==> src/rtl/core/mmnb_pkg.sv <==
// Shared constants for the min-max contrast stretch block.
`default_nettype none
package mmnb_pkg;
	localparam int unsigned PIX_W = 8;
	localparam logic [PIX_W-1:0] PIX_MAX_RESET = 8'd255;
endpackage
`default_nettype wire

==> src/rtl/core/min_max_normalize_to_byte_core.sv <==
// Min-max contrast stretch core: frame statistics and byte conversion with a serial divider.
//
// A frame is sent twice. Scan transactions (mode 0) update the running minimum
// and maximum in the cycle they are accepted and give no result; first_of_frame
// restarts both at that sample. Convert transactions (mode 1) give one byte,
// floor(peak*(sample-min)/(max-min)), where peak is the configured full-scale
// byte, saturating to 0 or peak outside the scanned range, and 0 for a flat
// frame. A convert that needs the divide forms offset and range on acceptance,
// multiplies in ST_MUL, then in ST_DIV takes one restoring step per bit of the
// SAMPLE_BITS+8 bit product through the single shared subtractor, and in
// ST_FINISH loads the output register once the output is free. Saturated or
// flat converts go straight to ST_FINISH. in_stall is high while a convert is
// in progress. The result register lets the next sample be accepted while a
// byte still waits on out_stall. The peak byte is written through
// cfg_wr_en/cfg_wr_data; the user must write it only while the block is idle,
// which the block itself does not enforce.
`default_nettype none
module min_max_normalize_to_byte_core #(
	parameter int unsigned SAMPLE_BITS = 16
) (
	input  wire logic                          clk,
	input  wire logic                          arst_n,
	input  wire logic                          cfg_wr_en,
	input  wire logic [mmnb_pkg::PIX_W-1:0]    cfg_wr_data,
	input  wire logic                          in_valid,
	output logic                               in_stall,
	input  wire logic                          mode,
	input  wire logic                          first_of_frame,
	input  wire logic signed [SAMPLE_BITS-1:0] sample,
	output logic                               out_valid,
	input  wire logic                          out_stall,
	output logic [mmnb_pkg::PIX_W-1:0]         pixel_byte
);
	localparam int unsigned PW     = mmnb_pkg::PIX_W;
	localparam int unsigned PROD_W = SAMPLE_BITS + PW;
	localparam int unsigned CNT_W  = $clog2(PROD_W);

	typedef enum logic [1:0] {
		ST_IDLE,
		ST_MUL,
		ST_DIV,
		ST_FINISH
	} state_t;

	state_t                         state_q;
	logic [CNT_W-1:0]               cnt_q;
	logic signed [SAMPLE_BITS-1:0]  min_q;
	logic signed [SAMPLE_BITS-1:0]  max_q;
	logic [PW-1:0]                  pixmax_q;
	logic [SAMPLE_BITS-1:0]         offs_q;
	logic [SAMPLE_BITS-1:0]         range_q;
	logic [PROD_W-1:0]              prod_q;
	logic [SAMPLE_BITS-1:0]         rem_q;
	logic [PW-1:0]                  quo_q;
	logic                           out_valid_q;
	logic [PW-1:0]                  pixel_byte_q;

	logic                           accept;
	logic signed [SAMPLE_BITS:0]    offs_full;
	logic [SAMPLE_BITS-1:0]         range_w;
	logic                           is_low;
	logic                           is_high;
	logic                           is_flat;
	logic [PROD_W-1:0]              product;
	logic [SAMPLE_BITS:0]           shifted;
	logic [SAMPLE_BITS+1:0]         trial;
	logic                           q_bit;
	logic                           out_free;

	assign in_stall   = (state_q != ST_IDLE);
	assign accept     = in_valid && !in_stall;
	assign out_valid  = out_valid_q;
	assign pixel_byte = pixel_byte_q;
	assign out_free   = !out_valid_q || !out_stall;

	always_comb begin
		offs_full = {sample[SAMPLE_BITS-1], sample} - {min_q[SAMPLE_BITS-1], min_q};
		range_w   = max_q - min_q;
		is_flat   = (max_q <= min_q);
		is_low    = offs_full[SAMPLE_BITS] || (offs_full == '0);
		is_high   = (sample >= max_q);
		product   = PROD_W'(pixmax_q) * PROD_W'(offs_q);
		// restoring step: remainder stays below range, so one subtract per bit
		shifted   = {rem_q, prod_q[PROD_W-1]};
		trial     = {1'b0, shifted} - {2'b00, range_q};
		q_bit     = !trial[SAMPLE_BITS+1];
	end

	always_ff @(posedge clk or negedge arst_n) begin
		if (!arst_n) begin
			state_q     <= ST_IDLE;
			cnt_q       <= '0;
			min_q       <= '0;
			max_q       <= '0;
			pixmax_q    <= mmnb_pkg::PIX_MAX_RESET;
			out_valid_q <= 1'b0;
		end else begin
			if (cfg_wr_en) begin
				pixmax_q <= cfg_wr_data;
			end

			if (state_q == ST_FINISH && out_free) begin
				out_valid_q  <= 1'b1;
				pixel_byte_q <= quo_q;
			end else if (!out_stall) begin
				out_valid_q <= 1'b0;
			end

			unique case (state_q)
				ST_IDLE: begin
					if (accept) begin
						if (!mode) begin
							if (first_of_frame) begin
								min_q <= sample;
								max_q <= sample;
							end else if (sample < min_q) begin
								min_q <= sample;
							end else if (sample > max_q) begin
								max_q <= sample;
							end
						end else if (is_flat || is_low) begin
							quo_q   <= '0;
							state_q <= ST_FINISH;
						end else if (is_high) begin
							quo_q   <= pixmax_q;
							state_q <= ST_FINISH;
						end else begin
							offs_q  <= offs_full[SAMPLE_BITS-1:0];
							range_q <= range_w;
							state_q <= ST_MUL;
						end
					end
				end
				ST_MUL: begin
					prod_q  <= product;
					rem_q   <= '0;
					cnt_q   <= CNT_W'(PROD_W - 1);
					state_q <= ST_DIV;
				end
				ST_DIV: begin
					rem_q  <= q_bit ? trial[SAMPLE_BITS-1:0] : shifted[SAMPLE_BITS-1:0];
					prod_q <= {prod_q[PROD_W-2:0], 1'b0};
					quo_q  <= {quo_q[PW-2:0], q_bit};
					cnt_q  <= cnt_q - 1'b1;
					if (cnt_q == '0) begin
						state_q <= ST_FINISH;
					end
				end
				ST_FINISH: begin
					if (out_free) begin
						state_q <= ST_IDLE;
					end
				end
				default: begin
					state_q <= ST_IDLE;
				end
			endcase
		end
	end
endmodule
`default_nettype wire

==> config.mk <==
export PLATFORM = sky130hd
export DESIGN_NAME = min_max_normalize_to_byte_core
export DESIGN_NICKNAME = d
export VERILOG_FILES = /design/src/rtl/core/mmnb_pkg.sv /design/src/rtl/core/min_max_normalize_to_byte_core.sv
export SDC_FILE = /design/constraint.sdc
export NUM_CORES = 1
export LEC_CHECK = 0
export BUFFER_PORTS_ARGS = -buffer_cell sky130_fd_sc_hd__buf_2
export CAP_MARGIN = 25
export CORE_AREA = 2 2 150 152
export DETAILED_ROUTE_END_ITERATION = 8
export DIE_AREA = 0 0 152 154
export PLACE_DENSITY_LB_ADDON = 0.15
export SKIP_CTS_REPAIR_TIMING = 1
export SYNTH_ARGS = -nofsm -noshare
export SYNTH_HDL_FRONTEND = slang
export SYNTH_SLANG_ARGS = --single-unit
==> constraint.sdc <==
create_clock -name clk -period 8 [get_ports clk]
set_input_delay 0 -clock clk [delete_from_list [all_inputs] [get_ports clk]]
set_output_delay 0 -clock clk [all_outputs]
set_load 0.01 [all_outputs]
==> results.cfg, run 1 <==
[pwr]
switchingPower_mw = 2.58
seqPwrFrac = 0.235
swShare = 0.453
irDropWorstVdd_mv = 0.223
p_int_mw = 3.11
comb_power_share = 0.620
clock_power_share = 0.144
power_leakage_nw = 6.26
p_per_area_nw_per_um2 = 408

[detailed_routing]
wirelength_mm = 29.2
drtIter0Drc = 521
vias = 9500
via_per_inst = 5.79
avgRoutedWirePerCell_um = 17.8
ant_nets = 0
drc_errors = 0
drt_first_pass_iters = 6

[worst_setup_path]
worstReg2RegStart = pixmax_q[6]
worstPathRequired_ps = 8160
startpoint = pixmax_q[6]
critical_path.max_fanout = 18
rr_endpoint = prod_q[22]
critPathCapture = prod_q[22]
arrival_ps = 5930
crit_type = flop to flop
endpoint_kind = flop
rrSetupSlack_ps = 2230
cp-start-kind = flop
rr_worst_depth = 16

[outcome]
status = finished clean

[place]
io_buffers = 40
gp_congestion = 0.969
placed_area_um2 = 13000
dp_hpwl_mm = 22.0

[synth]
yosysWarnings = 0
synth_top_cell_area_share = 0.211
synth_cells = 1285
synth_top_family_by_area = adder cells
synthArstFlopShare = 0.353
avgSynthCellArea_um2 = 9.75
ys.flop_type = edfxtp_1
synth_area_leader_cell = edfxtp_1
synthSimpleGateAreaFrac = 0.171
synth.ff_latch_count = 136
yosysSeqAreaShare = 0.308
synthTopCellsByArea = edfxtp_1 21%, fa_1 14%, ha_1 11%
synthMuxAreaShare = 0.0330
synth_xor_area_frac = 0.0301
synthDistinctLibCells = 77
synth_compound_area_frac = 0.138
synth_edf_count = 88
syn_area_um2 = 12500
synth_fa_ha_area_frac = 0.253
synth_nets = 1517

[floorplan]
dieArea_um2 = 23400
core_um2 = 21700
die_x_um = 152
rows = 54
die_h_um = 154
initial_core_util = 0.577
io_pins = 41

[cts]
clk_latency_ps = 430
cts_made_buffers = 17
htree_levels = 4
clk_transition_reported_paths_ps = 70
clk_root_buffer_cell = clkbuf_16
cts_tree = yes
clock_path_buffers = 2
clock_sinks = 136

[timing]
min_period_ps = 5770
tns_ps = 0
skew_ps = 11.1
max_clock_freq_mhz = 173
tightest_slew_ps = 976
slew_headroom = 0.349
rsz0062_at_grt = no
slew_viol_final = 0
finalHoldViolCount = 0
setup_violations = 0
period_share = 0.721

[global_route]
grt_overflow = 0
grt_usage = 0.256
grt_max_degree = 53
grt_pass1_wl_mm = 48.3
grt_pass1_vias = 9369
antenna_found_initial = 0

[layout]
n_fill_cell = 1743
layout.nets = 1580
area_delta_synth_final_pct = 11.2
drive_gt1_frac = 0.0963
antennaDiodeCount = 0
fin_area_um2 = 13900

[worst_hold_path]
min_path_type = input port to asynchronous set/reset pin

[job]
cap_violations = 0
-- layout make-up --
type | count | area (µm²) | area share
Multi-Input combinational cell | 933 | 7850 | 0.564
Sequential cell | 136 | 3850 | 0.277
Tap cell | 280 | 350 | 0.0252
Clock inverter | 15 | 180 | 0.0129
Inverter | 180 | 676 | 0.0485
Timing Repair Buffer | 80 | 586 | 0.0421
Clock buffer | 17 | 425 | 0.0306
-- registers in the layout, summed over array words and instances (netlist names) --
name	flops
pixmax_q	8
state_q	2
prod_q	24
max_q	16
pixel_byte	8
rem_q	16
offs_q	16
cnt_q	5
quo_q	8
out_valid	1
range_q	16
min_q	16
-- metal layers --
layer | part of all wire | vias to the layer above | track usage
met5 | 0 | - | 0
met4 | 0.023 | 0 | 0.0806
met3 | 0.063 | 43 | 0.0609
met2 | 0.46 | 270 | 0.404
met1 | 0.46 | 4577 | 0.354
li1 | - | 4610 | -
-- how the worst min path moves through the flow --
| stage | startpoint | to | slack (ps) |
|---|---|---|---|
| 4_1_cts | arst_n | min_q[13] | -500 |
| 3_3_place_gp | arst_n | state_q[1] | -50 |
| 6_report | arst_n | min_q[13] | 30 |
| 5_1_grt | arst_n | state_q[1] | 50 |
| 2_1_floorplan | arst_n | cnt_q[0] | -300 |
| 3_5_place_dp | arst_n | state_q[1] | -40 |
-- Yosys cell counts (18+ instances only) --
cell type    n
edfxtp_1    88
a21o_1      18
nand4_1     27
fa_1        87
and2_1     112
nor3_1      23
nand3_1     18
inv_1      180
o311ai_0    20
ha_1       114
xor2_1      20
clkbuf_1    27
nand2_1     81
a21oi_1     58
o21ai_0     48
xnor2_1     23
mux2_2      26
nor2_1      52
dfrtp_1     40
o21a_1      18
and3_1      20
-- logic make-up (layout without fill, tap and decap cells) --
group,count (synthesis),count (layout)
adders and majority gates,201,201
buffers and inverters,216,292
AOI/OAI and AO/OA,252,252
xor gates and xnor gates,43,43
and+or+nand+nor,399,399
DFF,136,136
muxes,38,38
-- worst max-delay path: stages (launching register included) --
cell	delay (ps)
dfstp_2	730
and2_1	210
fa_1	440
fa_1	520
fa_1	550
inv_1	60
fa_1	530
inv_1	40
ha_1	350
a21o_1	210
a221oi_1	560
a2bb2oi_1	290
a31oi_1	150
or4_1	420
a31oi_1	210
xor2_1	150
o21ai_0	80
-- cells in the final DEF, fill, tap and decap left out, types with 9 or more instances in the layout --
cell           count
nand2b_1          17
mux2_2            26
nand2_1           81
and2_1           111
a21o_1            18
nor3_1            23
a211oi_1          11
mux2i_1           12
inv_1            180
nand3_1           18
dfrtp_1           40
o211ai_1           9
edfxtp_1          88
buf_2             40
o311ai_0          20
fa_1              87
xor2_1            20
clkbuf_16         17
o21a_1            18
nor2b_1           15
a21oi_1           58
xnor2_1           23
nor2_1            52
nand4_1           27
and3_1            20
dlygate4sd3_1     34
o21ai_0           48
ha_1             113
-- power groups by stage --
stage	sequential (mW)	combinational (mW)	clock, mW
after floorplan	1.28	2.70	0
after global placement	1.34	3.39	0
after detailed placement	1.34	3.46	0
after CTS	1.34	3.49	0.831
after global routing	1.37	3.99	0.860
final	1.34	3.53	0.821
-- through the flow --
| step | hold slack, ps | utilization | setup slack, ps | std cells | total power [mW] |
|---|---|---|---|---|---|
| 2_1_floorplan | -296 | - | 1650 | 1285 | 3.98 |
| 3_3_place_gp | -45.2 | 0.598 | 2420 | 1575 | 4.73 |
| 3_5_place_dp | -40.6 | 0.598 | 2310 | 1575 | 4.80 |
| 4_1_cts | -500 | 0.626 | 2290 | 1607 | 5.66 |
| 5_1_grt | 54.7 | 0.642 | 1950 | 1641 | 6.22 |
| 6_report | 28.9 | 0.642 | 2230 | 1641 | 5.69 |
(Power assumes the default switching activity.)
==> run 2, diff against run 1 <==
==> constraint.sdc (replaced) <==
create_clock -name clk -period 5.3 [get_ports clk]
set_input_delay 0 -clock clk [delete_from_list [all_inputs] [get_ports clk]]
set_output_delay 0 -clock clk [all_outputs]
set_load 0.01 [all_outputs]
==> results.cfg, run 2 (synthesis results as in run 1) <==
[job]
cap_violations = 0

[detailed_routing]
drtIter0Drc = 525
wirelength_mm = 29.7
vias = 9653
ant_nets = 0
avgRoutedWirePerCell_um = 17.7
drc_errors = 0
via_per_inst = 5.75
drt_first_pass_iters = 7

[floorplan]
dieArea_um2 = 23400
die_h_um = 154
rows = 54
core_um2 = 21700
io_pins = 41
initial_core_util = 0.577
die_x_um = 152

[timing]
tns_ps = 0
period_share = 0.977
min_period_ps = 5180
skew_ps = 12.7
tightest_slew_ps = 853
finalHoldViolCount = 3
setup_violations = 0
slew_headroom = 0.432
whs_ps = -15.8
slew_viol_final = 0
setup_slack_ps = 124
max_clock_freq_mhz = 193

[worst_setup_path]
crit_type = flop to flop
worstPathRequired_ps = 5460
arrival_ps = 5340
cp-start-kind = flop
endpoint_kind = flop
critical_path.max_fanout = 7

[layout]
layout.nets = 1617
n_fill_cell = 1662
area_delta_synth_final_pct = 15.0
final_common_cell = inv_1
antennaDiodeCount = 0
drive_gt1_frac = 0.135
largest_reg_flops = 24
layout_common_cells = 180 x inv_1, 110 x and2_1, 107 x ha_1
regMostFlops = prod_q
final_util = 0.664
finalNonFillerCells = 1678

[place]
dp_hpwl_mm = 22.3
gp_congestion = 0.892
io_buffers = 40
dp.cells = 1597
dp_slack_ps = -28.5

[pwr]
irDropWorstVdd_mv = 0.335
power_leakage_nw = 6.48
p_per_area_nw_per_um2 = 626

[global_route]
grt_overflow = 0
grt_max_degree = 64
antenna_found_initial = 0
grt_pass1_wl_mm = 47.7
grt_usage = 0.254
grt_pass1_vias = 9432

[outcome]
violations = hold timing
status = finished, violations left

[cts]
clock_sinks = 136
clk_transition_reported_paths_ps = 60
clk_root_buffer_cell = clkbuf_16
clock_path_buffers = 2
clk_latency_ps = 440
cts_made_buffers = 17
htree_levels = 4
cts_tree = yes

[worst_hold_path]
min_path_type = input port to flop
==> run 2: area by class of cell <==
| cell class | count | area [µm²] | area share |
|---|---|---|---|
| multi-input combinational | 933 | 8000 | 0.556 |
| tap | 280 | 350 | 0.0243 |
| clock inverter | 8 | 66.3 | 0.00460 |
| clock buffer | 24 | 551 | 0.0382 |
| inverter | 180 | 676 | 0.0469 |
| sequential | 136 | 3850 | 0.268 |
| timing repair buffer | 117 | 905 | 0.0628 |
==> run 2: through the flow <==
stage	area, µm²	total power, mW
2_1_floorplan	12500	6.02
3_3_place_gp	13200	7.26
3_5_place_dp	13200	7.41
4_1_cts	13800	8.67
5_1_grt	14400	9.81
6_report	14400	9.01
==> run 2: worst paths after layout <==
path,slack (ps),from,cells after the start,end
setup / recovery,120,pixmax_q[3],17,prod_q[22]
hold / removal,-20,cfg_wr_en,2,pixmax_q[2]
setup reg to reg,120,pixmax_q[3],17,prod_q[22]
hold reg to reg,420,quo_q[7],0,pixel_byte[7]
max in group asynchronous,4360,arst_n,3,pixmax_q[5]
min in group asynchronous,90,arst_n,2,max_q[9]
==> run 2: worst max-delay path: stages (launching register included) <==
cell and delay (ps):
dfstp_2 570, buf_12 120, and2_1 150, fa_1 460
fa_1 480, fa_1 550, inv_1 50, fa_1 520
inv_1 40, ha_1 300, a21o_1 200, a221oi_4 310
a2bb2oi_2 210, a31oi_2 120, or4_1 400, a31oi_1 210
xor2_1 150, o21ai_1 70
==> run 2: routing by layer <==
metal / vias up / global-route usage / share of wire
li1: 4675 / - / -
met1: 4693 / 0.355 / 0.46
met2: 254 / 0.418 / 0.48
met3: 31 / 0.0349 / 0.042
met4: 0 / 0.0717 / 0.018
met5: - / 0 / 0
==> run 2: report_power, final <==
group | leakage [nW] | total [mW] | internal [mW] | switching [mW]
sequential | 1.34 | 1.99 | 1.77 | 0.218
combinational | 4.84 | 5.78 | 2.48 | 3.30
clock | 0.305 | 1.24 | 0.738 | 0.497
total | 6.48 | 9.01 | 4.99 | 4.02
==> run 3, diff against run 2 <==
--- a/config.mk
+++ b/config.mk
@@ -7,9 +7,9 @@
 export LEC_CHECK = 0
 export BUFFER_PORTS_ARGS = -buffer_cell sky130_fd_sc_hd__buf_2
 export CAP_MARGIN = 25
-export CORE_AREA = 2 2 150 152
+export CORE_AREA = 2 2 170 172
 export DETAILED_ROUTE_END_ITERATION = 8
-export DIE_AREA = 0 0 152 154
+export DIE_AREA = 0 0 172 174
 export PLACE_DENSITY_LB_ADDON = 0.15
 export SKIP_CTS_REPAIR_TIMING = 1
 export SYNTH_ARGS = -nofsm -noshare
==> results.cfg, run 3 (synthesis results as in run 1) <==
[floorplan]
die_h_um = 174
dieArea_um2 = 29900
rows = 62
initial_core_util = 0.444
io_pins = 41
die_x_um = 172
core_um2 = 28200

[layout]
fin_area_um2 = 14700
n_fill_cell = 2581
largest_reg_flops = 24
antennaDiodeCount = 0
area_delta_synth_final_pct = 17.2
final_common_cell = inv_1
finalNonFillerCells = 1790
regMostFlops = prod_q
regArea_um2 = 3850
drive_gt1_frac = 0.139
multi_input_area_um2 = 8020
layout_common_cells = 180 x inv_1, 110 x and2_1, 107 x ha_1
layout.nets = 1625

[timing]
period_share = 0.964
slew_viol_final = 0
tightest_slew_ps = 901
max_clock_freq_mhz = 196
min_period_ps = 5110
rsz0062_at_grt = yes
skew_ps = 12.4
setup_violations = 0
slew_headroom = 0.399
finalHoldViolCount = 0
setup_slack_ps = 193

[detailed_routing]
drt_first_pass_iters = 5
via_per_inst = 5.33
wirelength_mm = 30.4
drtIter0Drc = 519
drc_errors = 0
avgRoutedWirePerCell_um = 17.0
ant_nets = 0
vias = 9544

[worst_setup_path]
critical_path.max_fanout = 8
endpoint_kind = flop
worstPathRequired_ps = 5470
cp-start-kind = flop
arrival_ps = 5270
crit_type = flop to flop

[cts]
htree_levels = 4
clock_sinks = 136
clk_root_buffer_cell = clkbuf_16
clk_latency_ps = 440
cts_made_buffers = 17
clk_transition_reported_paths_ps = 70
clock_path_buffers = 2
cts_tree = yes

[worst_hold_path]
min_path_type = input port to flop

[place]
dp_slack_ps = -43.7
dp_hpwl_mm = 22.7
gp_congestion = 0.907
dp.cells = 1701
io_buffers = 40
placed_area_um2 = 13300

[global_route]
antenna_found_initial = 0
grt_overflow = 0
grt_pass1_vias = 9233
grt_max_degree = 64
grt_pass1_wl_mm = 48.5
grt_usage = 0.206

[job]
cap_violations = 0

[pwr]
irDropWorstVdd_mv = 0.270
power_leakage_nw = 6.54
p_per_area_nw_per_um2 = 628
power_mw = 9.21

[outcome]
status = finished clean
run 3: changes by cell type in the layout (fill, tap and decap cells not counted), sizes merged:
| cell | change |
|---|---|
| clkbuf | -8 |
| buf | +6 |
| bufinv | +6 |
| dlygate4sd3 | +3 |
| clkinv | +2 |
| clkinvlp | -1 |
run 3: path summary, 6_finish.rpt:
check	from	endpoint	slack, ps	cells after the start
max	pixmax_q[2]	prod_q[22]	190	17
min	in_valid	range_q[13]	90	3
max reg2reg	pixmax_q[2]	prod_q[22]	190	17
min reg2reg	quo_q[7]	pixel_byte[7]	420	0
max in group asynchronous	arst_n	min_q[2]	4550	3
min in group asynchronous	arst_n	cnt_q[2]	250	3
run 3: metal layers:
| layer | routed length, µm | track usage | share of wire | vias up |
|---|---|---|---|---|
| met5 | 0 | 0 | 0 | - |
| met3 | 988 | 0.0301 | 0.033 | 34 |
| li1 | - | - | - | 4684 |
| met2 | 13600 | 0.315 | 0.45 | 168 |
| met4 | 420 | 0.0504 | 0.014 | 0 |
| met1 | 15300 | 0.306 | 0.50 | 4658 |
run 3: cell type report:
cell class | instances | area share
inverter | 180 | 0.0460
tap | 384 | 0.0327
clock inverter | 15 | 0.0178
multi-input combinational | 933 | 0.547
clock buffer | 17 | 0.0290
timing repair buffer | 125 | 0.0653
sequential | 136 | 0.263
run 3: through the flow:
stage                     hold WS (ps)  TNS (ps)  utilization
after floorplan                   -296         0            -
after global placement             202         0        0.471
after detailed placement           194     -43.7        0.471
after CTS                         -266     -28.3        0.495
after global routing              91.2     -40.6        0.520
final                             85.9         0        0.520
run 3: report_power, final:
part	leakage, nW	internal (mW)	switching, mW	total (mW)
registers	1.34	1.77	0.218	1.99
clock network	0.335	0.896	0.527	1.42
logic	4.87	2.49	3.31	5.80
total	6.54	5.16	4.05	9.21
run 3: worst max-delay path, cell delays in order (launching register included):
cell,delay [ps]
dfstp_2,630
buf_4,140
and2_1,130
fa_1,450
fa_1,530
fa_1,540
inv_1,50
fa_1,530
inv_1,40
ha_2,300
o21a_1,110
o21a_1,190
o221ai_2,250
a31oi_2,140
or4_4,440
a31oi_4,150
xor2_1,140
o21ai_0,80
